[config.mk]
export PLATFORM = sky130hd
export DESIGN_NAME = soil_moisture_filter_calibrate_unit_flat
export DESIGN_NICKNAME = d
export VERILOG_FILES = /design/src/hdl/smfc_pkg.sv /design/src/hdl/smfc_if.sv /design/src/hdl/smfc_front.sv /design/src/hdl/smfc_queue.sv /design/src/hdl/smfc_back.sv /design/src/hdl/soil_moisture_filter_calibrate_unit.sv /design/src/flat_wrapper.sv
export SDC_FILE = /design/constraint.sdc
export NUM_CORES = 1
export LEC_CHECK = 0
export ABC_AREA = 0
export BUFFER_PORTS_ARGS = -buffer_cell sky130_fd_sc_hd__buf_2
export CAP_MARGIN = 10
export CORE_MARGIN = 10
export CORE_UTILIZATION = 55
export CTS_CLUSTER_DIAMETER = 60
export CTS_CLUSTER_SIZE = 30
export DETAILED_ROUTE_END_ITERATION = 7
export PLACE_DENSITY = 0.83
export SYNTH_ARGS = -nofsm -noshare
export SYNTH_HDL_FRONTEND = slang
export SYNTH_SLANG_ARGS = --single-unit
[constraint.sdc]
create_clock -name clk -period 9.7 [get_ports clk]
set_input_delay 0 -clock clk [delete_from_list [all_inputs] [get_ports clk]]
set_output_delay 0 -clock clk [all_outputs]
set_load 0.03 [all_outputs]
[src/hdl/smfc_pkg.sv]
// ----------------------------------------------------------------------------
// smfc_pkg: shared types and constants of the soil moisture filter
// Widths, gains, queue entry layout and the back end state encoding.
// ----------------------------------------------------------------------------
package smfc_pkg;

  localparam int SENSOR_COUNT = 8;
  localparam int IDX_W       = (SENSOR_COUNT > 1) ? $clog2(SENSOR_COUNT) : 1;

  localparam int SENSOR_W    = 4;
  localparam int SAMPLE_W    = 12;
  localparam int LEVEL_W     = 20;
  localparam int FRAC_W      = 8;
  localparam int PCT_W       = 7;

  localparam int CAL_COUNT   = 8;
  localparam int CAL_SEL_W   = 3;
  localparam int CFG_IDX_W   = 4;
  localparam int CAL_W       = 24;
  localparam int CAL_HALF_W  = 12;

  localparam int GAIN_NEW    = 205;
  localparam int GAIN_OLD    = 51;
  localparam int ROUND_HALF  = 128;
  localparam int PCT_MAX     = 100;

  localparam int DIFF_W      = SAMPLE_W + 1;
  localparam int NUM_W       = 19;
  localparam int QUOT_W      = 7;
  localparam int STEP_W      = 3;

  localparam int QUEUE_DEPTH = 2;
  localparam int QPTR_W      = (QUEUE_DEPTH > 1) ? $clog2(QUEUE_DEPTH) : 1;
  localparam int QCNT_W      = $clog2(QUEUE_DEPTH + 1);

  typedef struct packed {
    logic                bad;
    logic [IDX_W-1:0]    idx;
    logic [SAMPLE_W-1:0] raw;
  } smfc_item_t;

  typedef struct packed {
    logic full;
    logic empty;
  } smfc_q_status_t;

  typedef enum logic [2:0] {
    ST_IDLE,
    ST_UPDATE,
    ST_PREP,
    ST_DIVIDE,
    ST_FINISH
  } smfc_state_t;

endpackage

[src/hdl/smfc_if.sv]
// ----------------------------------------------------------------------------
// smfc_if: channel interfaces of the soil moisture filter
// Sample channel and result channel, each with valid, ready and payload.
// ----------------------------------------------------------------------------
interface smfc_in_if;
  logic                           valid;
  logic                           ready;
  logic [smfc_pkg::SENSOR_W-1:0]  sensor_number;
  logic [smfc_pkg::SAMPLE_W-1:0]  raw_sample;

  modport source (output valid, output sensor_number, output raw_sample, input ready);
  modport sink   (input valid, input sensor_number, input raw_sample, output ready);
endinterface

interface smfc_out_if;
  logic                           valid;
  logic                           ready;
  logic [smfc_pkg::PCT_W-1:0]     moisture_percent;
  logic [smfc_pkg::SAMPLE_W-1:0]  smoothed_level;
  logic                           error;

  modport source (output valid, output moisture_percent, output smoothed_level,
                  output error, input ready);
  modport sink   (input valid, input moisture_percent, input smoothed_level,
                  input error, output ready);
endinterface

[src/hdl/smfc_front.sv]
// ----------------------------------------------------------------------------
// smfc_front: sample intake
// Accepts sample beats while the queue has room and tags each one with its
// zero-based sensor slot or as a bad sensor number.
// ----------------------------------------------------------------------------
module smfc_front (
  smfc_in_if.sink                   sample,
  input  smfc_pkg::smfc_q_status_t  status,
  output logic                      push,
  output smfc_pkg::smfc_item_t      item
);
  import smfc_pkg::*;

  logic in_range;

  assign in_range = (sample.sensor_number != '0) &&
                    (sample.sensor_number <= SENSOR_W'(SENSOR_COUNT));

  assign sample.ready = !status.full;
  assign push         = sample.valid && !status.full;

  always_comb begin
    item.bad = !in_range;
    item.idx = IDX_W'(sample.sensor_number - SENSOR_W'(1));
    item.raw = sample.raw_sample;
  end

endmodule

[src/hdl/smfc_queue.sv]
// ----------------------------------------------------------------------------
// smfc_queue: short queue between intake and processing
// A small circular buffer of classified samples.
// ----------------------------------------------------------------------------
module smfc_queue (
  input  logic                      clk,
  input  logic                      rst,
  input  logic                      push,
  input  smfc_pkg::smfc_item_t      push_item,
  input  logic                      pop,
  output smfc_pkg::smfc_item_t      head,
  output smfc_pkg::smfc_q_status_t  status
);
  import smfc_pkg::*;

  smfc_item_t          entries [QUEUE_DEPTH];
  logic [QPTR_W-1:0]   wr_ptr;
  logic [QPTR_W-1:0]   rd_ptr;
  logic [QCNT_W-1:0]   count;

  assign status.full  = (count == QCNT_W'(QUEUE_DEPTH));
  assign status.empty = (count == '0);
  assign head         = entries[rd_ptr];

  always_ff @(posedge clk) begin
    if (rst) begin
      wr_ptr <= '0;
      rd_ptr <= '0;
      count  <= '0;
    end else begin
      if (push) begin
        wr_ptr <= (wr_ptr == QPTR_W'(QUEUE_DEPTH - 1)) ? '0 : wr_ptr + QPTR_W'(1);
      end
      if (pop) begin
        rd_ptr <= (rd_ptr == QPTR_W'(QUEUE_DEPTH - 1)) ? '0 : rd_ptr + QPTR_W'(1);
      end
      if (push && !pop) begin
        count <= count + QCNT_W'(1);
      end else if (pop && !push) begin
        count <= count - QCNT_W'(1);
      end
    end
  end

  always_ff @(posedge clk) begin
    if (push) begin
      entries[wr_ptr] <= push_item;
    end
  end

endmodule

[src/hdl/smfc_back.sv]
// ----------------------------------------------------------------------------
// smfc_back: filter update and calibration
// Updates the per-sensor exponential average, maps the level between the dry
// and wet readings with a bit-serial divider and drives the result register.
// ----------------------------------------------------------------------------
module smfc_back (
  input  logic                           clk,
  input  logic                           rst,
  input  logic                           cfg_write,
  input  logic [smfc_pkg::CFG_IDX_W-1:0] cfg_index,
  input  logic [smfc_pkg::CAL_W-1:0]     cfg_data,
  input  smfc_pkg::smfc_item_t           head,
  input  smfc_pkg::smfc_q_status_t       status,
  output logic                           pop,
  smfc_out_if.source                     result
);
  import smfc_pkg::*;

  smfc_state_t state, state_next;

  logic [CAL_W-1:0]    calibration [CAL_COUNT];
  logic [LEVEL_W-1:0]  filtered    [SENSOR_COUNT];

  smfc_item_t          cur;
  logic [SAMPLE_W-1:0] level;
  logic                err;
  logic [QUOT_W-1:0]   quot;
  logic [NUM_W-1:0]    rem;
  logic [SAMPLE_W-1:0] den_mag;
  logic [STEP_W-1:0]   step;
  logic                out_valid;
  logic                out_free;
  logic                load_out;

  logic [LEVEL_W-1:0]     old_level;
  logic [LEVEL_W-1:0]     new_part;
  logic [LEVEL_W+5:0]     old_part;
  logic [LEVEL_W-1:0]     new_level;
  logic [SAMPLE_W-1:0]    dry;
  logic [SAMPLE_W-1:0]    wet;
  logic signed [DIFF_W-1:0] diff;
  logic signed [DIFF_W-1:0] den;
  logic [SAMPLE_W-1:0]    diff_mag;
  logic [SAMPLE_W-1:0]    den_abs;
  logic [NUM_W-1:0]       num_mag;
  logic                   opposite;
  logic [NUM_W:0]         trial;

  assign out_free = !out_valid || result.ready;

  // Filter update: new = 205*raw + ((51*old + 128) >> 8).
  always_comb begin
    old_level = filtered[cur.idx];
    new_part  = LEVEL_W'(cur.raw) * LEVEL_W'(GAIN_NEW);
    old_part  = (LEVEL_W+6)'(old_level) * (LEVEL_W+6)'(GAIN_OLD) + (LEVEL_W+6)'(ROUND_HALF);
    new_level = new_part + LEVEL_W'(old_part[LEVEL_W+5:FRAC_W]);
  end

  // Calibration setup.
  always_comb begin
    dry      = calibration[cur.idx][CAL_W-1:CAL_HALF_W];
    wet      = calibration[cur.idx][CAL_HALF_W-1:0];
    diff     = $signed({1'b0, level}) - $signed({1'b0, dry});
    den      = $signed({1'b0, wet}) - $signed({1'b0, dry});
    diff_mag = diff[DIFF_W-1] ? SAMPLE_W'(-diff) : diff[SAMPLE_W-1:0];
    den_abs  = den[DIFF_W-1] ? SAMPLE_W'(-den) : den[SAMPLE_W-1:0];
    num_mag  = NUM_W'(diff_mag) * NUM_W'(PCT_MAX);
    opposite = (diff[DIFF_W-1] != den[DIFF_W-1]) && (diff != '0);
    trial    = {1'b0, rem} - ((NUM_W+1)'(den_mag) << step);
  end

  always_ff @(posedge clk) begin
    if (rst) begin
      state <= ST_IDLE;
    end else begin
      state <= state_next;
    end
  end

  always_comb begin
    state_next = state;
    pop        = 1'b0;
    load_out   = 1'b0;
    unique case (state)
      ST_IDLE: begin
        if (!status.empty) begin
          pop        = 1'b1;
          state_next = head.bad ? ST_FINISH : ST_UPDATE;
        end
      end
      ST_UPDATE: begin
        state_next = ST_PREP;
      end
      ST_PREP: begin
        if (dry == wet || opposite || num_mag >= {den_abs, QUOT_W'(0)}) begin
          state_next = ST_FINISH;
        end else begin
          state_next = ST_DIVIDE;
        end
      end
      ST_DIVIDE: begin
        if (step == '0) begin
          state_next = ST_FINISH;
        end
      end
      ST_FINISH: begin
        if (out_free) begin
          load_out   = 1'b1;
          state_next = ST_IDLE;
        end
      end
      default: begin
        state_next = ST_IDLE;
      end
    endcase
  end

  always_ff @(posedge clk) begin
    if (rst) begin
      for (int i = 0; i < CAL_COUNT; i++) begin
        calibration[i] <= '0;
      end
    end else if (cfg_write && cfg_index < CFG_IDX_W'(CAL_COUNT)) begin
      calibration[cfg_index[CAL_SEL_W-1:0]] <= cfg_data;
    end
  end

  always_ff @(posedge clk) begin
    if (rst) begin
      for (int i = 0; i < SENSOR_COUNT; i++) begin
        filtered[i] <= '0;
      end
    end else if (state == ST_UPDATE) begin
      filtered[cur.idx] <= new_level;
    end
  end

  always_ff @(posedge clk) begin
    case (state)
      ST_IDLE: begin
        cur   <= head;
        level <= '0;
        err   <= 1'b1;
        quot  <= '0;
      end
      ST_UPDATE: begin
        level <= new_level[LEVEL_W-1:FRAC_W];
      end
      ST_PREP: begin
        err     <= (dry == wet);
        rem     <= num_mag;
        den_mag <= den_abs;
        step    <= STEP_W'(QUOT_W - 1);
        if (dry == wet || opposite) begin
          quot <= '0;
        end else if (num_mag >= {den_abs, QUOT_W'(0)}) begin
          quot <= QUOT_W'(PCT_MAX);
        end else begin
          quot <= '0;
        end
      end
      ST_DIVIDE: begin
        if (!trial[NUM_W]) begin
          rem        <= trial[NUM_W-1:0];
          quot[step] <= 1'b1;
        end
        step <= step - STEP_W'(1);
      end
      default: begin
      end
    endcase
  end

  always_ff @(posedge clk) begin
    if (rst) begin
      out_valid <= 1'b0;
    end else if (load_out) begin
      out_valid <= 1'b1;
    end else if (result.ready) begin
      out_valid <= 1'b0;
    end
  end

  always_ff @(posedge clk) begin
    if (load_out) begin
      result.moisture_percent <= (quot > QUOT_W'(PCT_MAX)) ? PCT_W'(PCT_MAX) : PCT_W'(quot);
      result.smoothed_level   <= level;
      result.error            <= err;
    end
  end

  assign result.valid = out_valid;

endmodule

[src/hdl/soil_moisture_filter_calibrate_unit.sv]
// ----------------------------------------------------------------------------
// soil_moisture_filter_calibrate_unit: soil moisture filter and calibration
// Smooths each sensor's samples and maps the level to a percentage between
// its dry and wet readings.
// ----------------------------------------------------------------------------
//  Channel   Direction  Beat contents
//  sample    sink       sensor_number, raw_sample
//  result    source     moisture_percent, smoothed_level, error
//  cfg       write      cfg_index, cfg_data (calibration 0 to 7)
//
// A valid sample passes from the queue through the update and setup states
// and the 7-step serial divider to the result register; the divider is
// skipped when the percentage is settled without it (equal readings, opposite
// sign or full scale), and a bad sensor number goes straight to the finish
// state. The intake queue holds two samples, so intake runs ahead while a
// result waits. Reset clears the averages and calibration registers at once.
// ----------------------------------------------------------------------------
module soil_moisture_filter_calibrate_unit (
  input  logic                           clk,
  input  logic                           rst,
  smfc_in_if.sink                        sample,
  smfc_out_if.source                     result,
  input  logic                           cfg_write,
  input  logic [smfc_pkg::CFG_IDX_W-1:0] cfg_index,
  input  logic [smfc_pkg::CAL_W-1:0]     cfg_data
);
  import smfc_pkg::*;

  smfc_q_status_t status;
  smfc_item_t     push_item;
  smfc_item_t     head;
  logic           push;
  logic           pop;

  smfc_front u_front (
    .sample (sample),
    .status (status),
    .push   (push),
    .item   (push_item)
  );

  smfc_queue u_queue (
    .clk       (clk),
    .rst       (rst),
    .push      (push),
    .push_item (push_item),
    .pop       (pop),
    .head      (head),
    .status    (status)
  );

  smfc_back u_back (
    .clk       (clk),
    .rst       (rst),
    .cfg_write (cfg_write),
    .cfg_index (cfg_index),
    .cfg_data  (cfg_data),
    .head      (head),
    .status    (status),
    .pop       (pop),
    .result    (result)
  );

  a_no_push_full: assert property (@(posedge clk) disable iff (rst)
    push |-> !status.full)
    else $error("sample pushed into a full queue");

  a_no_pop_empty: assert property (@(posedge clk) disable iff (rst)
    pop |-> !status.empty)
    else $error("queue popped while empty");

  a_pct_range: assert property (@(posedge clk) disable iff (rst)
    result.valid |-> result.moisture_percent <= PCT_W'(PCT_MAX))
    else $error("moisture percentage above full scale");

  a_err_zero: assert property (@(posedge clk) disable iff (rst)
    result.valid && result.error |-> result.moisture_percent == '0)
    else $error("error result with nonzero percentage");

endmodule

[src/flat_wrapper.sv]
// flat-port wrapper written by rule: the top's interface ports become plain ports
module soil_moisture_filter_calibrate_unit_flat import smfc_pkg::*;
  (clk, rst, cfg_write, cfg_index, cfg_data, sample_valid, sample_sensor_number, sample_raw_sample, sample_ready, result_valid, result_moisture_percent, result_smoothed_level, result_error, result_ready);
  smfc_in_if sample_i ();
  smfc_out_if result_i ();
  input  logic clk;
  input  logic rst;
  input  logic cfg_write;
  input  logic [smfc_pkg::CFG_IDX_W-1:0] cfg_index;
  input  logic [smfc_pkg::CAL_W-1:0] cfg_data;
  input wire logic [$bits(sample_i.valid)-1:0] sample_valid;
  input wire logic [$bits(sample_i.sensor_number)-1:0] sample_sensor_number;
  input wire logic [$bits(sample_i.raw_sample)-1:0] sample_raw_sample;
  output wire logic [$bits(sample_i.ready)-1:0] sample_ready;
  output wire logic [$bits(result_i.valid)-1:0] result_valid;
  output wire logic [$bits(result_i.moisture_percent)-1:0] result_moisture_percent;
  output wire logic [$bits(result_i.smoothed_level)-1:0] result_smoothed_level;
  output wire logic [$bits(result_i.error)-1:0] result_error;
  input wire logic [$bits(result_i.ready)-1:0] result_ready;
  assign sample_i.valid = sample_valid;
  assign sample_i.sensor_number = sample_sensor_number;
  assign sample_i.raw_sample = sample_raw_sample;
  assign sample_ready = sample_i.ready;
  assign result_valid = result_i.valid;
  assign result_moisture_percent = result_i.moisture_percent;
  assign result_smoothed_level = result_i.smoothed_level;
  assign result_error = result_i.error;
  assign result_i.ready = result_ready;
  soil_moisture_filter_calibrate_unit u_core (.clk(clk), .rst(rst), .sample(sample_i), .result(result_i), .cfg_write(cfg_write), .cfg_index(cfg_index), .cfg_data(cfg_data));
endmodule
==> impl_metrics.xml <==
<?xml version="1.0" encoding="UTF-8"?>
<metrics>
  <group name="outcome">
    <metric name="run_status" unit="">finished, final reports clean</metric>
  </group>
  <group name="global_route">
    <metric name="first_global_vias" unit="">20000</metric>
    <metric name="first_pass_grt_wire_length" unit="mm">109</metric>
    <metric name="grt.total_usage" unit="">0.217</metric>
    <metric name="antenna_found_initial" unit="">2</metric>
    <metric name="maximum_number_of_pins_on_one_net_before_global_route_repair" unit="">39</metric>
    <metric name="grt_overflow_total" unit="">0</metric>
  </group>
  <group name="clocking">
    <metric name="num_cts_buffers" unit="">30</metric>
    <metric name="clkSlewWorstSetupHoldPaths" unit="ns">0.10</metric>
    <metric name="clk-insertion-delay-late" unit="ns">0.65</metric>
    <metric name="clk_root_buffer_cell" unit="">sky130_fd_sc_hd__clkbuf_16</metric>
    <metric name="tritoncts" unit="">done</metric>
    <metric name="clock_tree.htree_level_count" unit="">1</metric>
    <metric name="clock_sink_count" unit="">485</metric>
    <metric name="cts-root-to-sink-buffers" unit="">3</metric>
  </group>
  <group name="placed_design">
    <metric name="pre_cts_ws" unit="ns">-0.0387</metric>
    <metric name="buffer_ports.inserted" unit="">70</metric>
    <metric name="dp_hpwl" unit="mm">47.1</metric>
    <metric name="finalWeightedCongestion" unit="">0.936</metric>
  </group>
  <group name="worst_hold_path">
    <metric name="hold_path.class" unit="">input port to flip-flop</metric>
    <metric name="min_from" unit="">sample_raw_sample[10]</metric>
  </group>
  <group name="worst_setup_path">
    <metric name="setup.worst_path.class" unit="">flip-flop to flip-flop</metric>
    <metric name="worst-endpoint-arrival" unit="ns">9.65</metric>
    <metric name="worst_path_largest_cell_delay" unit="ns">0.53</metric>
    <metric name="worst-endpoint-required" unit="ns">10.06</metric>
    <metric name="max_stage_delay_cell_worst_path" unit="">sky130_fd_sc_hd__fa_1</metric>
    <metric name="critical_path.startpoint_type" unit="">flip-flop</metric>
    <metric name="maximum_fanout_encountered_on_the_critical_timing_path" unit="">9</metric>
    <metric name="r2r_setup_slack" unit="ns">0.42</metric>
    <metric name="end_kind" unit="">flip-flop</metric>
  </group>
  <group name="detailed_routing">
    <metric name="count_of_vias_placed_by_the_detailed_router" unit="">19100</metric>
    <metric name="post_drt_via_cell_ratio" unit="">6.03</metric>
    <metric name="detail_route.drc_violations" unit="">0</metric>
    <metric name="wirelength" unit="mm">70.0</metric>
    <metric name="route.detailed.wl_per_inst" unit="um">22.1</metric>
    <metric name="count_of_routing_violations_after_the_opening_detailed_route_iteration" unit="">2056</metric>
    <metric name="postRouteAntennaNets" unit="">0</metric>
    <metric name="drt_pre_antenna_iters" unit="">7</metric>
  </group>
  <group name="timing">
    <metric name="finalHoldViolCount" unit="">0</metric>
    <metric name="timing_limited_maximum_frequency" unit="MHz">108</metric>
    <metric name="setup_ws_final" unit="ns">0.415</metric>
    <metric name="finalSetupTns" unit="ns">0</metric>
    <metric name="finalCriticalPeriod" unit="ns">9.28</metric>
    <metric name="finalSetupViolCount" unit="">0</metric>
    <metric name="clock-skew-final" unit="ns">0.0519</metric>
    <metric name="layout_worst_path_cycle_share" unit="">0.957</metric>
    <metric name="final-max-slew-violation-count" unit="">0</metric>
    <metric name="timing_worst_slew_pin_value" unit="ns">1.09</metric>
    <metric name="worst_slew_margin_rel" unit="">0.274</metric>
    <metric name="fin_worst_hold_slack" unit="ns">0.0951</metric>
  </group>
  <group name="flow_run">
    <metric name="timing.max_cap.violations" unit="">0</metric>
  </group>
  <group name="logic_synthesis">
    <metric name="synth.distinct_cells" unit="">73</metric>
    <metric name="syn-instance-count" unit="">2342</metric>
    <metric name="yosys_warnings" unit="">0</metric>
    <metric name="synth-seq-area-share" unit="">0.494</metric>
    <metric name="ys_ff_latch" unit="">485</metric>
    <metric name="synthArstFlopShare" unit="">0</metric>
    <metric name="synth_nets" unit="">2708</metric>
    <metric name="postSynthAreaPerCell" unit="um2">12.5</metric>
    <metric name="synth_edf_count" unit="">473</metric>
    <metric name="yosys.area.top_type_share" unit="">0.486</metric>
    <metric name="synth_ff_type" unit="">sky130_fd_sc_hd__edfxtp_1</metric>
    <metric name="synth.top_cells.by_area" unit="">sky130_fd_sc_hd__edfxtp_1 49%, sky130_fd_sc_hd__ha_1 10%, sky130_fd_sc_hd__mux4_2 6.9%, sky130_fd_sc_hd__fa_1 5.5%, sky130_fd_sc_hd__and2_1 4.3%</metric>
    <metric name="synth_cell_area" unit="mm2">0.0292</metric>
    <metric name="synth_area_leader_cell" unit="">sky130_fd_sc_hd__edfxtp_1</metric>
  </group>
  <group name="cells_and_area">
    <metric name="post_route_cells_drive_above_1_share" unit="">0.149</metric>
    <metric name="register_area" unit="mm2">0.0145</metric>
    <metric name="multi_input_area" unit="mm2">0.0137</metric>
    <metric name="fillCellCount" unit="">3765</metric>
    <metric name="syn2layout_area_growth" unit="%">10.5</metric>
    <metric name="number_of_nets_in_the_finished_design" unit="">2828</metric>
  </group>
  <group name="floorplanning">
    <metric name="die-area" unit="mm2">0.0628</metric>
    <metric name="height_of_the_chip" unit="um">251</metric>
    <metric name="core" unit="mm2">0.0526</metric>
    <metric name="starting_utilization_of_the_core_area" unit="">0.556</metric>
    <metric name="floorplan.rows" unit="">84</metric>
    <metric name="io_pins" unit="">71</metric>
    <metric name="die_w" unit="um">251</metric>
  </group>
</metrics>
-- routing by layer --
metal	track usage	routed length, um	up-vias
li1	-	-	8546
met4	0.0909	2960	4
met2	0.379	35100	833
met5	0	25	-
met1	0.267	26700	9545
met3	0.0290	5190	202
-- synth_stat cells (4+ instances only) --
library cell,number
sky130_fd_sc_hd__nand4_1,11
sky130_fd_sc_hd__fa_1,81
sky130_fd_sc_hd__nor4_1,4
sky130_fd_sc_hd__or3_1,5
sky130_fd_sc_hd__buf_1,13
sky130_fd_sc_hd__a31oi_1,15
sky130_fd_sc_hd__a21o_1,22
sky130_fd_sc_hd__and3_1,9
sky130_fd_sc_hd__a211o_1,4
sky130_fd_sc_hd__nand2_1,82
sky130_fd_sc_hd__xor2_1,49
sky130_fd_sc_hd__edfxtp_1,473
sky130_fd_sc_hd__mux4_2,89
sky130_fd_sc_hd__ha_1,236
sky130_fd_sc_hd__a211oi_1,4
sky130_fd_sc_hd__xnor2_1,55
sky130_fd_sc_hd__a21oi_1,82
sky130_fd_sc_hd__inv_1,225
sky130_fd_sc_hd__nand2b_1,24
sky130_fd_sc_hd__or2_2,12
sky130_fd_sc_hd__o21ai_0,44
sky130_fd_sc_hd__dfxtp_1,12
sky130_fd_sc_hd__o31ai_1,6
sky130_fd_sc_hd__o21a_1,19
sky130_fd_sc_hd__and2_1,199
sky130_fd_sc_hd__and4_1,4
sky130_fd_sc_hd__o211ai_1,12
sky130_fd_sc_hd__nand3_1,16
sky130_fd_sc_hd__nor2_1,266
sky130_fd_sc_hd__o31a_1,4
sky130_fd_sc_hd__mux2i_1,34
sky130_fd_sc_hd__nor3_1,27
sky130_fd_sc_hd__nor2b_1,23
sky130_fd_sc_hd__clkbuf_1,71
sky130_fd_sc_hd__mux2_2,51
-- final timing paths --
| check | end | cells past startpoint |
|---|---|---|
| worst max-delay path | u_core.u_back.filtered[6][19]$_SDFFCE_PN0P_ | 33 |
| worst min register to register | u_core.u_back.result.moisture_percent[6]$_SDFFCE_PN1P_ | 0 |
| worst min-delay path | u_core.u_queue.entries[1][10]$_DFFE_PP_ | 2 |
| worst max register to register | u_core.u_back.filtered[6][19]$_SDFFCE_PN0P_ | 33 |
-- critical path: cells and delay by family, from the launching register on --
family                     cells  cell delay (ns)
AOI/OAI and AO/OA             10             2.07
xor gates and xnor gates       2             0.53
adders and majority gates     10             4.11
buffers and inverters          6             0.69
DFF                            1             0.44
muxes                          2             0.80
and+or+nand+nor                3             0.36
-- final cells by class --
class,instances,share of cell area
repair buffers,174,0.0402
multi-input cells,1546,0.423
clock inverters,22,0.0119
clock buffers,33,0.0239
well taps,688,0.0267
inverters,225,0.0262
flip-flops and latches,485,0.448
diodes,1,0.0000775
-- state kept, by name, indices dropped and copies added, names as in the netlist, 12 cells and up, named ones only --
signal / cells
u_core.u_back.filtered: 160
u_core.u_back.den_mag: 12
u_core.u_back.level: 12
u_core.u_queue.entries: 32
u_core.u_back.rem: 19
u_core.u_back.result.smoothed_level: 12
u_core.u_back.calibration: 192
u_core.u_back.cur: 15
-- kinds of logic (layout without fill, tap and decap cells) --
| family | after synthesis | after routing | share of synthesized area |
|---|---|---|---|
| AO/OA/AOI/OAI | 251 | 251 | 0.0571 |
| multiplexers | 174 | 174 | 0.0999 |
| buffers and inverters | 311 | 454 | 0.0402 |
| flip-flops | 485 | 485 | 0.494 |
| AND/OR/NAND/NOR | 697 | 697 | 0.119 |
| adder cells (fa/ha/maj) | 317 | 317 | 0.157 |
| other | 0 | 1 | 0 |
| XOR/XNOR | 107 | 107 | 0.0328 |
-- stage by stage --
step	cell area (um2)	instances	util
after floorplan	29200	2342	-
after global placement	30500	3064	0.580
after detailed placement	30500	3064	0.580
after CTS	32100	3166	0.612
after global routing	32300	3173	0.614
final	32300	3174	0.614
-- cell usage in the layout (no fill, tap or decap), types with 5 or more instances in the layout --
cell type,n
sky130_fd_sc_hd__edfxtp_1,473
sky130_fd_sc_hd__nor2_1,266
sky130_fd_sc_hd__ha_1,236
sky130_fd_sc_hd__inv_1,225
sky130_fd_sc_hd__and2_1,199
sky130_fd_sc_hd__mux4_2,89
sky130_fd_sc_hd__nand2_1,82
sky130_fd_sc_hd__fa_1,81
sky130_fd_sc_hd__a21oi_1,80
sky130_fd_sc_hd__buf_2,70
sky130_fd_sc_hd__xnor2_1,54
sky130_fd_sc_hd__buf_4,54
sky130_fd_sc_hd__mux2_2,51
sky130_fd_sc_hd__xor2_1,49
sky130_fd_sc_hd__dlygate4sd3_1,46
sky130_fd_sc_hd__o21ai_0,42
sky130_fd_sc_hd__mux2i_1,33
sky130_fd_sc_hd__clkbuf_16,30
sky130_fd_sc_hd__nand2b_1,24
sky130_fd_sc_hd__nor3_1,24
sky130_fd_sc_hd__nor2b_1,23
sky130_fd_sc_hd__a21o_1,22
sky130_fd_sc_hd__o21a_1,19
sky130_fd_sc_hd__nand3_1,16
sky130_fd_sc_hd__a31oi_1,15
sky130_fd_sc_hd__o211ai_1,12
sky130_fd_sc_hd__or2_2,12
sky130_fd_sc_hd__nand4_1,11
sky130_fd_sc_hd__and3_1,9
sky130_fd_sc_hd__dfxtp_1,9
sky130_fd_sc_hd__nor3_2,6
sky130_fd_sc_hd__o31ai_1,6
sky130_fd_sc_hd__o21ai_1,5
sky130_fd_sc_hd__or3_1,5
sky130_fd_sc_hd__inv_8,5
-- what timing repair did --
action,CTS,global route
endpoints found under the setup margin,4,31
setup buffers,1,7
hold buffers,46,0
hold endpoints to repair,231,0
pin swaps,0,1
resized for setup,1,9
Power is left out: the tool's default activity adds up to more than one toggle a clock period on the data nets, which glitch-free logic cannot reach.
